===== src/rtl/core/bls_pkg.sv =====
// Shared types and codes for the bounded LIFO stack.
package bls_pkg;

    typedef enum logic [2:0] {
        REQ_PUSH    = 3'd0,
        REQ_POP     = 3'd1,
        REQ_PEEK    = 3'd2,
        REQ_UPDATE  = 3'd3,
        REQ_DISPLAY = 3'd4
    } req_e;

    typedef enum logic [1:0] {
        ST_OK       = 2'd0,
        ST_OVERFLOW = 2'd1,
        ST_EMPTY    = 2'd2,
        ST_BADIDX   = 2'd3
    } status_e;

    // What the back end does with a queued request.
    typedef enum logic [1:0] {
        OP_NONE  = 2'd0,
        OP_WRITE = 2'd1,
        OP_READ  = 2'd2,
        OP_WALK  = 2'd3
    } op_kind_e;

    typedef struct packed {
        op_kind_e kind;
        status_e  status;
    } cmd_ctl_t;

    localparam int CTL_W  = $bits(cmd_ctl_t);
    localparam int WORD_W = 32;

endpackage


===== src/rtl/core/bls_front.sv =====
// Front end: takes requests, tracks the fill count and classifies each request.
module bls_front #(
    parameter int DEPTH = 8,
    parameter int AW    = $clog2(DEPTH),
    parameter int CW    = $clog2(DEPTH + 1)
) (
    input  logic                     clk,
    input  logic                     rst_n,
    input  logic                     accept,
    input  logic [2:0]               req_type,
    input  logic [CW-1:0]            depth_index,
    output bls_pkg::cmd_ctl_t        cmd_ctl,
    output logic [AW-1:0]            cmd_addr,
    output logic [CW-1:0]            cmd_count
);
    import bls_pkg::*;

    logic [CW-1:0] count_reg;
    logic [CW-1:0] count_next;
    logic [CW-1:0] count_m1;
    logic [CW-1:0] upd_pos;
    logic          empty;
    logic          full;

    assign count_m1 = count_reg - CW'(1);
    assign upd_pos  = count_reg - depth_index;
    assign empty    = (count_reg == '0);
    assign full     = (count_reg == CW'(DEPTH));

    always_comb
    begin
        count_next     = count_reg;
        cmd_ctl.kind   = OP_NONE;
        cmd_ctl.status = ST_OK;
        cmd_addr       = count_m1[AW-1:0];
        unique case (req_e'(req_type))
            REQ_PUSH:
            begin
                if (full)
                begin
                    cmd_ctl.status = ST_OVERFLOW;
                end
                else
                begin
                    cmd_ctl.kind = OP_WRITE;
                    cmd_addr     = count_reg[AW-1:0];
                    count_next   = count_reg + CW'(1);
                end
            end
            REQ_POP:
            begin
                if (empty)
                begin
                    cmd_ctl.status = ST_EMPTY;
                end
                else
                begin
                    cmd_ctl.kind = OP_READ;
                    count_next   = count_m1;
                end
            end
            REQ_PEEK:
            begin
                if (empty)
                    cmd_ctl.status = ST_EMPTY;
                else
                    cmd_ctl.kind = OP_READ;
            end
            REQ_UPDATE:
            begin
                if (depth_index == '0 || depth_index > count_reg)
                begin
                    cmd_ctl.status = ST_BADIDX;
                end
                else
                begin
                    cmd_ctl.kind = OP_WRITE;
                    cmd_addr     = upd_pos[AW-1:0];
                end
            end
            REQ_DISPLAY:
            begin
                if (empty)
                    cmd_ctl.status = ST_EMPTY;
                else
                    cmd_ctl.kind = OP_WALK;
            end
            default:
            begin
                cmd_ctl.status = ST_OK;
            end
        endcase
    end

    assign cmd_count = count_next;

    always_ff @(posedge clk or negedge rst_n)
    begin
        if (!rst_n)
            count_reg <= '0;
        else if (accept)
            count_reg <= count_next;
    end

endmodule


===== src/rtl/core/bls_queue.sv =====
// Two-entry request queue between the front and back ends.
module bls_queue #(
    parameter int WIDTH = 8
) (
    input  logic             clk,
    input  logic             rst_n,
    input  logic             push,
    input  logic [WIDTH-1:0] push_data,
    input  logic             pop,
    output logic [WIDTH-1:0] head,
    output logic             full,
    output logic             empty
);
    logic [WIDTH-1:0] slot_reg [2];
    logic             wr_ptr_reg;
    logic             rd_ptr_reg;
    logic [1:0]       level_reg;
    logic [1:0]       level_next;

    assign full  = (level_reg == 2'd2);
    assign empty = (level_reg == 2'd0);
    assign head  = slot_reg[rd_ptr_reg];

    always_comb
    begin
        level_next = level_reg;
        if (push && !pop)
            level_next = level_reg + 2'd1;
        else if (pop && !push)
            level_next = level_reg - 2'd1;
    end

    always_ff @(posedge clk)
    begin
        if (push)
            slot_reg[wr_ptr_reg] <= push_data;
    end

    always_ff @(posedge clk or negedge rst_n)
    begin
        if (!rst_n)
        begin
            wr_ptr_reg <= 1'b0;
            rd_ptr_reg <= 1'b0;
            level_reg  <= 2'd0;
        end
        else
        begin
            if (push)
                wr_ptr_reg <= ~wr_ptr_reg;
            if (pop)
                rd_ptr_reg <= ~rd_ptr_reg;
            level_reg <= level_next;
        end
    end

endmodule


===== src/rtl/core/bls_back.sv =====
// Back end: holds the entry memory, carries out queued requests, drives results.
module bls_back #(
    parameter int DEPTH = 8,
    parameter int AW    = $clog2(DEPTH),
    parameter int CW    = $clog2(DEPTH + 1)
) (
    input  logic                      clk,
    input  logic                      rst_n,
    input  logic                      head_valid,
    input  bls_pkg::cmd_ctl_t         head_ctl,
    input  logic [AW-1:0]             head_addr,
    input  logic [CW-1:0]             head_count,
    input  logic [31:0]               head_wdata,
    output logic                      head_pop,
    output logic                      strobe,
    output logic signed [31:0]        data,
    output logic [CW-1:0]             count,
    output logic [1:0]                status,
    output logic                      last
);
    import bls_pkg::*;

    logic [WORD_W-1:0] mem [DEPTH];
    logic [WORD_W-1:0] rd_data_reg;

    logic          wr_en;
    logic          rd_en;
    logic [AW-1:0] cur_addr;
    logic          issue;
    logic          issue_last;

    logic          walk_reg;
    logic          walk_next;
    logic [AW-1:0] walk_ptr_reg;
    logic [AW-1:0] walk_ptr_next;

    logic          res_valid_reg;
    logic          res_sel_reg;
    logic [CW-1:0] res_count_reg;
    status_e       res_status_reg;
    logic          res_last_reg;

    assign cur_addr = walk_reg ? walk_ptr_reg : head_addr;

    always_comb
    begin
        wr_en         = 1'b0;
        rd_en         = 1'b0;
        issue         = head_valid;
        issue_last    = 1'b1;
        head_pop      = head_valid;
        walk_next     = walk_reg;
        walk_ptr_next = walk_ptr_reg;
        if (head_valid)
        begin
            unique case (head_ctl.kind)
                OP_NONE:  ;
                OP_WRITE: wr_en = 1'b1;
                OP_READ:  rd_en = 1'b1;
                OP_WALK:
                begin
                    // step down one entry a cycle; hold the request until the bottom
                    rd_en         = 1'b1;
                    issue_last    = (cur_addr == '0);
                    head_pop      = (cur_addr == '0);
                    walk_next     = (cur_addr != '0);
                    walk_ptr_next = cur_addr - AW'(1);
                end
                default: ;
            endcase
        end
    end

    always_ff @(posedge clk)
    begin
        if (wr_en)
            mem[cur_addr] <= head_wdata;
        if (rd_en)
            rd_data_reg <= mem[cur_addr];
    end

    always_ff @(posedge clk)
    begin
        if (issue)
        begin
            res_count_reg  <= head_count;
            res_status_reg <= head_ctl.status;
            res_last_reg   <= issue_last;
            res_sel_reg    <= rd_en;
        end
    end

    always_ff @(posedge clk or negedge rst_n)
    begin
        if (!rst_n)
        begin
            res_valid_reg <= 1'b0;
            walk_reg      <= 1'b0;
            walk_ptr_reg  <= '0;
        end
        else
        begin
            res_valid_reg <= issue;
            walk_reg      <= walk_next;
            walk_ptr_reg  <= walk_ptr_next;
        end
    end

    assign strobe = res_valid_reg;
    assign data   = res_sel_reg ? signed'(rd_data_reg) : '0;
    assign count  = res_count_reg;
    assign status = res_status_reg;
    assign last   = res_last_reg;

endmodule


===== src/rtl/core/bounded_lifo_stack.sv =====
// Top level of the bounded LIFO stack.
// A request (push, pop, peek, update or display) is taken when start is high and busy
// is low; results come out on strobe, one per cycle, and must be taken as they appear.
// Push, pop, peek and update give one result each, registered in the request queue and
// then in the back end's result registers; display gives one result per held entry, top
// first, on consecutive cycles, the final one with last set. The back end runs one memory
// access per cycle, and a display holds the back end for one access per entry held; busy
// rises while the two-entry request queue is full. The entry memory needs no clearing
// after reset.
module bounded_lifo_stack #(
    parameter int DEPTH = 8
) (
    input  logic                               clk,
    input  logic                               rst_n,
    input  logic                               start,
    output logic                               busy,
    input  logic [2:0]                         req_type,
    input  logic signed [31:0]                 value,
    input  logic [$clog2(DEPTH + 1)-1:0]       depth_index,
    output logic                               strobe,
    output logic signed [31:0]                 data,
    output logic [$clog2(DEPTH + 1)-1:0]       count,
    output logic [1:0]                         status,
    output logic                               last
);
    import bls_pkg::*;

    localparam int AW = $clog2(DEPTH);
    localparam int CW = $clog2(DEPTH + 1);
    localparam int QW = CTL_W + AW + CW + WORD_W;

    logic          accept;
    cmd_ctl_t      cmd_ctl;
    logic [AW-1:0] cmd_addr;
    logic [CW-1:0] cmd_count;

    logic [QW-1:0] q_head;
    logic          q_full;
    logic          q_empty;
    logic          q_pop;

    cmd_ctl_t          head_ctl;
    logic [AW-1:0]     head_addr;
    logic [CW-1:0]     head_count;
    logic [WORD_W-1:0] head_wdata;

    assign busy   = q_full;
    assign accept = start && !q_full;

    bls_front #(
        .DEPTH (DEPTH),
        .AW    (AW),
        .CW    (CW)
    ) u_front (
        .clk         (clk),
        .rst_n       (rst_n),
        .accept      (accept),
        .req_type    (req_type),
        .depth_index (depth_index),
        .cmd_ctl     (cmd_ctl),
        .cmd_addr    (cmd_addr),
        .cmd_count   (cmd_count)
    );

    bls_queue #(
        .WIDTH (QW)
    ) u_queue (
        .clk       (clk),
        .rst_n     (rst_n),
        .push      (accept),
        .push_data ({cmd_ctl, cmd_addr, cmd_count, unsigned'(value)}),
        .pop       (q_pop),
        .head      (q_head),
        .full      (q_full),
        .empty     (q_empty)
    );

    assign {head_ctl, head_addr, head_count, head_wdata} = q_head;

    bls_back #(
        .DEPTH (DEPTH),
        .AW    (AW),
        .CW    (CW)
    ) u_back (
        .clk        (clk),
        .rst_n      (rst_n),
        .head_valid (!q_empty),
        .head_ctl   (head_ctl),
        .head_addr  (head_addr),
        .head_count (head_count),
        .head_wdata (head_wdata),
        .head_pop   (q_pop),
        .strobe     (strobe),
        .data       (data),
        .count      (count),
        .status     (status),
        .last       (last)
    );

endmodule


===== config.mk =====
export PLATFORM = sky130hd
export DESIGN_NAME = bounded_lifo_stack
export DESIGN_NICKNAME = d
export VERILOG_FILES = /design/src/rtl/core/bls_pkg.sv /design/src/rtl/core/bls_front.sv /design/src/rtl/core/bls_queue.sv /design/src/rtl/core/bls_back.sv /design/src/rtl/core/bounded_lifo_stack.sv
export SDC_FILE = /design/constraint.sdc
export NUM_CORES = 1
export LEC_CHECK = 0
export BUFFER_PORTS_ARGS = -buffer_cell sky130_fd_sc_hd__buf_4
export CORE_MARGIN = 4
export CORE_UTILIZATION = 45
export CTS_CLUSTER_SIZE = 12
export DETAILED_ROUTE_END_ITERATION = 8
export PLACE_DENSITY = 0.61
export SYNTH_ARGS = -nofsm -noshare
export SYNTH_HDL_FRONTEND = slang
export SYNTH_SLANG_ARGS = --single-unit

===== constraint.sdc =====
create_clock -name clk -period 6.8 [get_ports clk]
set_input_delay 0.34 -clock clk [delete_from_list [all_inputs] [get_ports clk]]
set_output_delay 0.34 -clock clk [all_outputs]
set_load 0.01 [all_outputs]

-- Word-level counts from Yosys, hierarchy flattened
Memory sizes are Yosys's and may differ from the RTL's. A register that Yosys moved wholly into a read port is not among the register bits.
Index checks and enable logic that the tools add are counted.
- order comparisons: 1
- equality and inequality tests: 9
- reduce and logical (&&, ||, !) cells: 19
- bitwise operators: 3
- add/sub/neg operators: 6
- mux-type cells: 29
- operators by type and width (operator ; count):
    two-way mux 32 bit ; 1
    two-way mux 1 bit ; 13
    two-way mux 2 bit ; 6
    two-way mux 3 bit ; 3
    logical NOT 4 bit ; 2
    two-way mux 4 bit ; 2
    one-hot mux 2 bit (4 select lines) ; 1
    one-hot mux 4 bit (2 select lines) ; 1
    equality test 2 bit, second input constant ; 3
    equality test 3 x 2 -> 1 bit, second input constant ; 2
    logical NOT 3 bit ; 2
    one-hot mux 2 bit (3 select lines) ; 1
    one-hot mux 3 bit (2 select lines) ; 1
    adder 4 x 1 -> 4 bit, second input constant ; 1
    equality test 4 bit, second input constant ; 1
    > comparator 4 bit ; 1
    logical NOT 1 bit ; 4
    OR reduction 2 bit ; 2
    subtractor 4 x 1 -> 4 bit, second input constant ; 1
    equality test 3 x 1 -> 1 bit, second input constant ; 1
    equality test 3 bit, second input constant ; 1
    logical AND 1 bit ; 3
    NOT 1 bit ; 3
    nonzero test 3 bit ; 1
    other kinds (10) ; 10
- input port bits: 42
- memories: 2
- RAM bits: 342
- flip-flop bits (word level): 21
- logic and storage cells: 80
- output and inout port bits: 41
- memory list (memory ; depth ; bits a word ; rd ports ; clocked after memory_dff ; write ports ; line ; RTL):
    u_back.mem ; 8 ; 32 ; 1 ; 1 ; 1 ; bls_back.sv:23 ; logic [WORD_W-1:0] mem [DEPTH];
    u_queue.slot_reg ; 2 ; 43 ; 1 ; 0 ; 1 ; bls_queue.sv:14 ; logic [WIDTH-1:0] slot_reg [2];

-- Logic depth before layout (Yosys ltp)
Gate-level depths: netlist of the first run.
An unclocked memory read counts as a cell.
- depth in word-level cells: 8
- depth in mapped cells: 15
- mapped depth without buffers: 11

-- By module
From an unflattened synthesis of the first run, not the netlist that was laid out.
- cell total of the unflattened synthesis: 947
- area, all modules: 16066.7 µm²
- by module, submodules not included (module ; sequential area each (µm²) ; times used ; cells each ; area each (µm²)):
    bls_back ; 9013.6 ; 1 ; 670 ; 11642.4
    bls_queue ; 2682.6 ; 1 ; 150 ; 3490.8
    bls_front ; 100.1 ; 1 ; 125 ; 915.9
    bounded_lifo_stack ; 0.0 ; 1 ; 2 ; 17.5

-- Worst setup path after synthesis of the first run
No wires, ideal clock.
- path kind: register to register
- from: register u_queue.rd_ptr_reg
- to: memory u_back.mem[0][0], enable pin
- stages on the path, launching flop included: 10
- arrival: 2905 ps
- clock period less this slack: 3326 ps
- setup slack: 3474 ps
- path through: dfrtp_1 buf_6 mux2_4 o21a_1 buf_6 inv_2 buf_4 buf_4 nand2_1 nor2_1
- cells in the longest elaborated chain, start to end: 6
- elaborated cells on any way between the ends: 7
- classes of those cells: eq/ne: 1; mux: 5; memory: 1
- ends and longest elaborated chain (element ; line ; RTL):
    start, declared ; bls_queue.sv:16 ; logic rd_ptr_reg;
    start signal, assigned ; bls_queue.sv:52 ; rd_ptr_reg <= ~rd_ptr_reg;
    memory read (2 x 43 bit) * ; -- ;
    equality test 2 x 1 -> 1 bit ; bls_back.sv:56 ; unique case (head_ctl.kind)
    two-way mux 1 bit ; bls_back.sv:56 ;
    two-way mux 1 bit ; bls_back.sv:54 ; if (head_valid)
    two-way mux 1 bit ; bls_back.sv:76 ; if (wr_en)
    two-way mux 1 bit (implied by the code) ; bls_back.sv:77 ; mem[cur_addr] <= head_wdata;
    end, declared ; bls_back.sv:23 ;
Every way passes the cells marked *; elsewhere a longest branch is shown, timed or not.

-- Worst setup path in the final report of the first run
- from: register u_back.walk_reg
- to: memory u_back.mem[5][29], enable pin
- cells in the longest elaborated chain, start to end: 1
- ends and longest elaborated chain (element ; line ; RTL):
    start, declared ; bls_back.sv:32 ; logic walk_reg;
    start signal, assigned ; bls_back.sv:104 ; walk_reg <= walk_next;
    two-way mux 3 bit ; bls_back.sv:43 ; assign cur_addr = walk_reg ? walk_ptr_reg : head_addr;
No other way between the ends.

==> metrics, run 1 <==
yosys warns=0; GRT overflow=0; num rows=68; syn_area_per_cell=about 17 sq um; peak supply drop=0.2681 mV; CTS sink cnt=395; Synth cell types=55; fmax=~240 MHz; die outline height=195.8 um; pin count of the biggest net entering global routing=50; Total Power=around 8.5 mW; number of synthesized register bits=~400; Synth Instances=934; syn_nets=between 900 and 1k; CP required=about 6900 ps; Final HPWL DP=18800 um; total number of vias=around 8.4k; Finished Core Util=a little over half; Max H-tree Level=2; period utilisation layout=between 60% and 70%; layout cell share with drive strength beyond 1=23.48%; Layout Skew=roughly 21 ps; Synth Flop Type=edfxtp_1; CTS clk-pin slew, worst paths=~60 ps; Syn-to-layout area delta=16.72%; initial antenna violation count=0; drt pass-1 iters=7; PostCTS Resize Cnt=0; Critical Path End Type=register; TritonCTS Buffers=42; Slew Viols, Final=0; IO Count=83; fin nets=1108; sequential area share after synthesis=between 70% and 80%; pre-CTS setup slack=roughly 2500 ps; clk root buf=clkbuf_16; kind of critical path=reg2reg; slew margin rel.=between 10% and 20%; fraction of registers with async set/reset=3.291%; Die Wd=195.8 um; Iteration-0 DRC Markers=slightly below 700; final setup violation count=0; DRC violation count after routing=0; Via density=approximately 5.5; startpoint types=register; Final Hold Viols=0; Lkg Pwr=between 6 and 7 nW; Pwr Density=459.1 nW/um^2; Initial Util=between 40% and 50%; Port Buffers=82; MaxCap Viol Count=0; fin crit period=about 4200 ps; count of flip-flops with a built-in enable after synthesis=382; area of the die=~38000 sq um; status=complete, no violations; Synth Cell Area=roughly 16000 sq um; Hold Crit Class=in2async; max reg flops=about 260; first-pass GRT wire length=approximately 50000 um; RD Place Congestion=0.7631; Clock Latency Late Sink=540 ps; RSZ-0062 raised after global routing=no; setup TNS=0 ps; Inserted Diodes=0; worst slew pin tran=around 1200 ps; core area=between 30000 and 40000 sq um; GRT Util Overall=about 17%; CTS tree=built; final antenna-violating net count=0; DR WL/cell=roughly 21 um; worst setup margin=~2600 ps; vias in the first global route=~8.7k; CP arrival=approximately 4400 ps; Bufs on Longest Clock Path=3; WL final=between 30000 and 40000 um; fillcell total=2774; crit path max fanout=32
==> metal layers <==
metal | global-route usage (%) | share of wire [%]
met5 | 0 | 0
met4 | 4.241 | 2.1
met3 | 2.610 | 4.9
met2 | 27.41 | 48
met1 | 23.37 | 45
==> cells in the mapped netlist, types with 19 or more instances <==
cell | number | area, sq um
edfxtp_1 | 382 | 11470
nand2_1 | 96 | 360.4
mux2_2 | 60 | 675.7
o2bb2ai_1 | 38 | 332.8
and2_1 | 33 | 206.5
a21oi_1 | 32 | 160.2
nor2_1 | 30 | 112.6
clkbuf_1 | 26 | 97.59
mux2i_1 | 23 | 230.2
a211o_1 | 22 | 192.7
mux4_2 | 22 | 495.5
a222oi_1 | 19 | 190.2
==> final cells by class <==
class	count	area [sq um]	area share, %
multi-input cells	474	3810	20.57
well taps	455	569.3	3.074
flip-flops and latches	395	11800	63.70
clock buffers	56	1135	6.128
repair buffers	128	1044	5.634
clock inverters	16	116.4	0.6283
inverters	13	48.80	0.2635
==> critical path: stages (launching register included) <==
cell     delay (ps)
dfrtp_1         790
o21ai_2         960
nand2_1         900
nor2_4         1150
==> final timing paths <==
| check | startpoint | to | slack (ps) | depth (start not counted) |
|---|---|---|---|---|
| min in group clk | start | u_queue.wr_ptr_reg | 210 | 3 |
| min reg2reg | u_queue.level_reg[1] | u_queue.level_reg[1] | 490 | 1 |
| max | u_back.walk_reg | u_back.mem[5][29] | 2590 | 3 |
| min | rst_n | u_front.count_reg[3] | 210 | 2 |
| max in group asynchronous | rst_n | u_queue.rd_ptr_reg | 6400 | 2 |
| max reg2reg | u_back.walk_reg | u_back.mem[5][29] | 2590 | 3 |
==> placed cells by master, fill, tap and decap left out, types with 8 or more instances in the layout <==
cell type and instances:
ha_1 11, o21ai_0 12, mux4_2 22, o2bb2ai_1 38, mux2i_1 23, and2_1 33
a21oi_1 32, mux2_2 60, edfxtp_1 382, dlygate4sd3_1 33, clkinv_1 8, buf_4 95
clkbuf_16 43, nand2_1 96, inv_1 12, clkbuf_1 12, dfrtp_1 12, a222oi_1 19
a211o_1 22, nor2_1 21
==> power by group <==
part           switching [mW]  internal, mW
clock network           0.883          1.21
registers               0.176          3.50
logic                    1.68          1.06
total                    2.74          5.77
==> logic make-up (layout without fill, tap and decap cells) <==
group	Yosys count	count (layout)	share of synthesized area (%)
buffers and inverters	65	213	2.090
AND/OR/NAND/NOR	194	194	5.677
flip-flops	395	395	74.34
XOR/XNOR	11	11	0.6071
AO/OA/AOI/OAI	150	150	7.270
adder cells (fa/ha/maj)	12	12	0.9935
multiplexers	107	107	9.021
==> per-stage QoR <==
| stage | std cells | cell area [sq um] | hold WS (ps) |
|---|---|---|---|
| 3_5_place_dp | 1432 | 16940 | 207.2 |
| 2_1_floorplan | 934 | 15870 | 44.41 |
| 4_1_cts | 1537 | 18520 | 187.4 |
| 3_3_place_gp | 1432 | 16940 | 199.2 |
| 6_report | 1537 | 18520 | 205.3 |
| 5_1_grt | 1537 | 18520 | 200.4 |
==> timing repair <==
| action | 4_1_cts | 5_1_grt |
|---|---|---|
| buffers inserted | 0 | 0 |
| endpoints found under the hold margin | 77 | 0 |
| hold buffers | 33 | 0 |
Power figures use the tool's default switching activity.
==> run 2, diff against run 1 <==
==> constraint.sdc (replaced) <==
create_clock -name clk -period 4.31 [get_ports clk]
set_input_delay 0.2155 -clock clk [delete_from_list [all_inputs] [get_ports clk]]
set_output_delay 0.2155 -clock clk [all_outputs]
set_load 0.01 [all_outputs]
==> run 2 against run 1 <==
Against the previous run: non-clock buffer count grew 16; largest cell class unchanged; highest routed layer unchanged; critical path depth is 8 higher; sequential share of layout area down 0.54 points.
==> metrics, run 2 (synthesis results as in run 1) <==
status=complete, no violations (unchanged); Routed met3 length=1742 um (was 1584 um); first-pass GRT wire length=52180 um (was 50290 um); crit path max fanout=27 (was 32); GRT Util Overall=17.27% (was 16.61%); Slew Viols, Final=0 (unchanged); DR WL/cell=21.57 um (was 20.98 um); startpoint types=register (unchanged); core area=34630 sq um (unchanged); period utilisation layout=77.25% (was 61.92%); vias in the first global route=8852 (was 8747); Hold Crit Class=in2async (unchanged); CP required=4710 ps (was 6940 ps); Syn-to-layout area delta=17.71% (was 16.72%); CTS tree=built (unchanged); Port Buffers=82 (unchanged); CP arrival=3730 ps (was 4350 ps); Placed Area=17100 sq um (was 16940 sq um); PostCTS Resize Cnt=0 (unchanged); DRC violation count after routing=0 (unchanged); fmax=300.3 MHz (was 237.5 MHz); final setup violation count=0 (unchanged); WL final=33550 um (was 32240 um); hold buffers post-CTS=33 (unchanged); M1 WL=15290 um (was 14480 um); total number of vias=8639 (was 8400); die outline height=195.8 um (unchanged); kind of critical path=reg2reg (unchanged); peak supply drop=0.4108 mV (was 0.2681 mV); worst slew pin tran=1052 ps (was 1242 ps); fin nets=1124 (was 1108); Critical Path End Type=register (unchanged); CTS clk-pin slew, worst paths=60 ps (about the same); Final HPWL DP=20410 um (was 18800 um); initial antenna violation count=0 (unchanged); GRT overflow=0 (unchanged); Die Wd=195.8 um (unchanged); num rows=68 (unchanged); post-CTS setup repair buffer count=0 (unchanged); clk root buf=clkbuf_16 (unchanged); WL met2=15880 um (was 15500 um); final antenna-violating net count=0 (unchanged); RSZ-0062 raised after global routing=no (unchanged); commonest non-fill, non-tap cell in the layout=edfxtp_1 (unchanged); area of the die=38330 sq um (unchanged); Initial Util=45.82% (unchanged); Pwr Density=724.6 nW/um^2 (was 459.1 nW/um^2); Layout Skew=12.40 ps (was 20.76 ps); Max H-tree Level=2 (unchanged); drt pass-1 iters=6 (was 7); leading cell types in the layout, fill and taps excluded=edfxtp_1 (382), buf_4 (108), nand2_1 (96) (was edfxtp_1 (382), nand2_1 (96), buf_4 (95)); RD Place Congestion=0.7826 (was 0.7631); Final Hold Viols=0 (unchanged); setup TNS=0 ps (unchanged); Inserted Diodes=0 (unchanged); TritonCTS Buffers=42 (unchanged); Iteration-0 DRC Markers=786 (was 691); Via density=5.556 (was 5.465); fin crit period=3330 ps (was 4210 ps); IO Count=83 (unchanged); pin count of the biggest net entering global routing=33 (was 50); CTS sink cnt=395 (unchanged); Lkg Pwr=6.566 nW (was 6.477 nW); Clock Latency Late Sink=520 ps (was 540 ps); layout cell share with drive strength beyond 1=24.36% (was 23.48%); MaxCap Viol Count=0 (unchanged); max reg flops=256 (unchanged); fin area=18680 sq um (was 18520 sq um); slew margin rel.=29.20% (was 17.01%); Bufs on Longest Clock Path=3 (unchanged); DR top layer=met4 (unchanged); Total Power=13.53 mW (was 8.503 mW)
==> run 2: final cells by class <==
type	instances	area [sq um]
sequential	395	11800
multi-input combinational	474	3810
tap	455	569.3
inverter	13	48.80
fill	2731	15950
clock inverter	14	91.34
timing repair buffer	144	1201
clock buffer	60	1160
==> run 2: per-stage QoR <==
stage	cells	utilization (%)	hold slack, ps	worst slack, ps
finish	1555	53.94	77.95	980.4
CTS	1555	53.94	55.96	996.5
global route	1555	53.94	81.37	708.4
detailed placement	1448	49.37	75.29	1027
floorplan	934	-	-80.09	984.1
global placement	1448	49.37	74.77	1089
==> run 2: final timing paths <==
path | from | end | slack, ps | cells past startpoint
max in group asynchronous | rst_n | u_queue.rd_ptr_reg | 4040 | 2
min | rst_n | u_back.strobe | 80 | 2
max reg2reg | u_back.walk_reg | u_queue.level_reg[1] | 980 | 11
max | u_back.walk_reg | u_queue.level_reg[1] | 980 | 11
min in group clk | start | u_queue.wr_ptr_reg | 90 | 3
min reg2reg | u_queue.level_reg[1] | u_queue.level_reg[1] | 500 | 1
==> run 2: layer usage <==
| layer | GRT usage [%] | vias up |
|---|---|---|
| li1 | - | 3936 |
| met1 | 25.33 | 4396 |
| met2 | 27.67 | 262 |
| met3 | 2.662 | 45 |
| met4 | 3.879 | 0 |
| met5 | 0 | - |
==> run 2: critical path, stage by stage, from the launching register on <==
cell      delay (ps)
dfrtp_1          720
buf_4            370
o21a_2           690
inv_1            250
ha_1             280
inv_1             60
o211ai_1         130
nand2_1          170
ha_1             170
xor2_1           150
nor2_1            70
xor2_1           130
==> run 2: power breakdown <==
part	switching, mW	internal [mW]	leakage, nW
Sequential	0.287	5.51	3.64
Clock	1.36	1.92	0.607
Combinational	2.71	1.74	2.32
Total	4.36	9.18	6.57
==> run 3, diff against run 2 <==
==> constraint.sdc (replaced) <==
create_clock -name clk -period 3.1 [get_ports clk]
set_input_delay 0.155 -clock clk [delete_from_list [all_inputs] [get_ports clk]]
set_output_delay 0.155 -clock clk [all_outputs]
set_load 0.01 [all_outputs]
==> run 3 against run 2 <==
Against the previous run: non-clock buffer count is 13 higher; sequential power rose by 38%; power grew 41%; clock power is 43% higher; clock skew rose by 4.1 ps; worst setup slack lost 510 ps; hold slack worse by 38 ps; largest power group unchanged; via count decreased by 0.53%; cell count increased by 0.96%; global-route usage is 0.37 points higher; routed wire length rose by 1.3%.
==> metrics, run 3 (synthesis results as in run 1) <==
status=complete, no violations (unchanged); Final Hold Viols=0 (unchanged); Max H-tree Level=2 (unchanged); minimum hold slack=39.61 ps (was 77.95 ps); CP max stage cell=o21a_1 (was dfrtp_1); delay-heaviest family, CP=compound AO/OA/AOI/OAI gates (unchanged); drt pass-1 iters=6 (unchanged); layout cell share with drive strength beyond 1=25.20% (was 24.36%); fmax=380.0 MHz (was 300.3 MHz); core area=34630 sq um (unchanged); die outline height=195.8 um (unchanged); first-pass GRT wire length=52720 um (was 52180 um); Pwr Density=1012 nW/um^2 (was 724.6 nW/um^2); pin count of the biggest net entering global routing=68 (was 33); worst slew pin tran=1127 ps (was 1052 ps); Via density=5.473 (was 5.556); fin cells=1570 (was 1555); Critical Path End Type=register (unchanged); kind of critical path=reg2reg (unchanged); num rows=68 (unchanged); max reg flops=256 (unchanged); Inst Count DP=1458 (was 1448); peak supply drop=0.7384 mV (was 0.4108 mV); Final HPWL DP=20550 um (was 20410 um); Hold Crit Class=in2reg (was in2async); WL final=33980 um (was 33550 um); final setup violation count=0 (unchanged); GRT overflow=0 (unchanged); CP arrival=3020 ps (was 3730 ps); Port Buffers=82 (unchanged); crit path max fanout=19 (was 27); CTS clk-pin slew, worst paths=60 ps (about the same); fin area=18850 sq um (was 18680 sq um); CP required=3490 ps (was 4710 ps); CTS tree=built (unchanged); fin nets=1137 (was 1124); CP bufs+invs=1 (was 3); clk root buf=clkbuf_16 (unchanged); Slew Viols, Final=0 (unchanged); initial antenna violation count=0 (unchanged); RSZ-0062 raised after global routing=no (unchanged); Initial Util=45.82% (unchanged); worst path cell trace=buf_4, nand2_1, o21a_1, nand2_2, o2bb2ai_1, a211o_1 (was buf_4, o21a_2, inv_1, ha_1, inv_1, o211ai_1, nand2_1, ha_1, xor2_1, nor2_1, xor2_1); FF/Latch Area=11800 sq um (unchanged); DR WL/cell=21.64 um (was 21.57 um); Clock Latency Late Sink=530 ps (was 520 ps); DRC violation count after routing=0 (unchanged); final antenna-violating net count=0 (unchanged); area of the die=38330 sq um (unchanged); period utilisation layout=84.89% (was 77.25%); leading cell types in the layout, fill and taps excluded=edfxtp_1 (382), buf_4 (116), nand2_1 (96) (was edfxtp_1 (382), buf_4 (108), nand2_1 (96)); Syn-to-layout area delta=18.80% (was 17.71%); crit-path max cell delay=660 ps (was 720 ps); fillcell total=2791 (was 2731); slew margin rel.=24.80% (was 29.20%); GRT Util Overall=17.64% (was 17.27%); Lkg Pwr=6.655 nW (was 6.566 nW); total number of vias=8593 (was 8639); CTS sink cnt=395 (unchanged); post-CTS setup repair buffer count=0 (unchanged); PostCTS Resize Cnt=0 (unchanged); Bufs on Longest Clock Path=3 (unchanged); Inserted Diodes=0 (unchanged); fin crit period=2631 ps (was 3330 ps); vias in the first global route=8991 (was 8852); startpoint types=register (unchanged); IO Count=83 (unchanged); MaxCap Viol Count=0 (unchanged); TritonCTS Buffers=42 (unchanged); Die Wd=195.8 um (unchanged); hold buffers post-CTS=36 (was 33); RD Place Congestion=0.7864 (was 0.7826); Iteration-0 DRC Markers=773 (was 786); commonest non-fill, non-tap cell in the layout=edfxtp_1 (unchanged); Placed Area=17200 sq um (was 17100 sq um); Layout Skew=16.53 ps (was 12.40 ps); area of the multi-input gates=3810 sq um (unchanged)
==> run 3: cell types whose count changed in the layout (fill, tap and decap cells not counted), sizes merged <==
cell | before | now
dlygate4sd3 | 33 | 36
buf | 111 | 121
clkinv | 11 | 9
clkinvlp | 0 | 1
clkbuf | 60 | 63
==> run 3: per-layer routing <==
| metal | up-vias | GRT usage [%] | wire length (um) |
|---|---|---|---|
| met5 | - | 0 | 0 |
| met4 | 0 | 4.267 | 591 |
| met3 | 44 | 2.662 | 1476 |
| met2 | 197 | 29.19 | 16630 |
| met1 | 4389 | 24.94 | 15280 |
| li1 | 3963 | - | - |
==> run 3: metrics by stage <==
stage               worst slack, ps  util (%)  power [mW]  setup TNS [ps]
finish                        468.5     54.44       19.08               0
global route                  251.9     54.44       20.13               0
CTS                           455.0     54.44       19.32               0
detailed placement            476.1     49.66       14.54               0
global placement              532.1     49.66       14.46               0
floorplan                    -225.9         -       12.27          -28910
==> run 3: final timing paths <==
check	start	endpoint	slack, ps	cells after the start
max	u_back.walk_reg	u_back.rd_data_reg[18]	470	6
min in group asynchronous	rst_n	u_back.walk_ptr_reg[1]	510	3
min	req_type[2]	u_queue.slot_reg[1][39]	40	2
min reg2reg	u_queue.level_reg[1]	u_queue.level_reg[1]	490	1
max in group asynchronous	rst_n	u_queue.rd_ptr_reg	1340	4
max reg2reg	u_back.walk_reg	u_back.rd_data_reg[18]	470	6
==> run 3: worst reg2reg max path: stages, from the launching register on <==
cell and delay [ps]:
dfrtp_1 470, buf_4 250, nand2_1 110, o21a_1 660
nand2_2 520, o2bb2ai_1 350, a211o_1 130
==> run 3: layout make-up <==
| class | instances | area share (%) |
|---|---|---|
| Sequential cell | 395 | 62.58 |
| Multi-Input combinational cell | 474 | 20.21 |
| Timing Repair Buffer | 157 | 7.062 |
| Clock buffer | 63 | 6.319 |
| Tap cell | 455 | 3.020 |
| Clock inverter | 13 | 0.5443 |
| Inverter | 13 | 0.2589 |
==> run 3: power by group <==
group / switching, mW / leakage [nW] / internal (mW)
sequential: 0.329 / 3.64 / 7.66
combinational: 3.88 / 2.39 / 2.51
clock: 1.95 / 0.625 / 2.74
total: 6.16 / 6.65 / 12.9
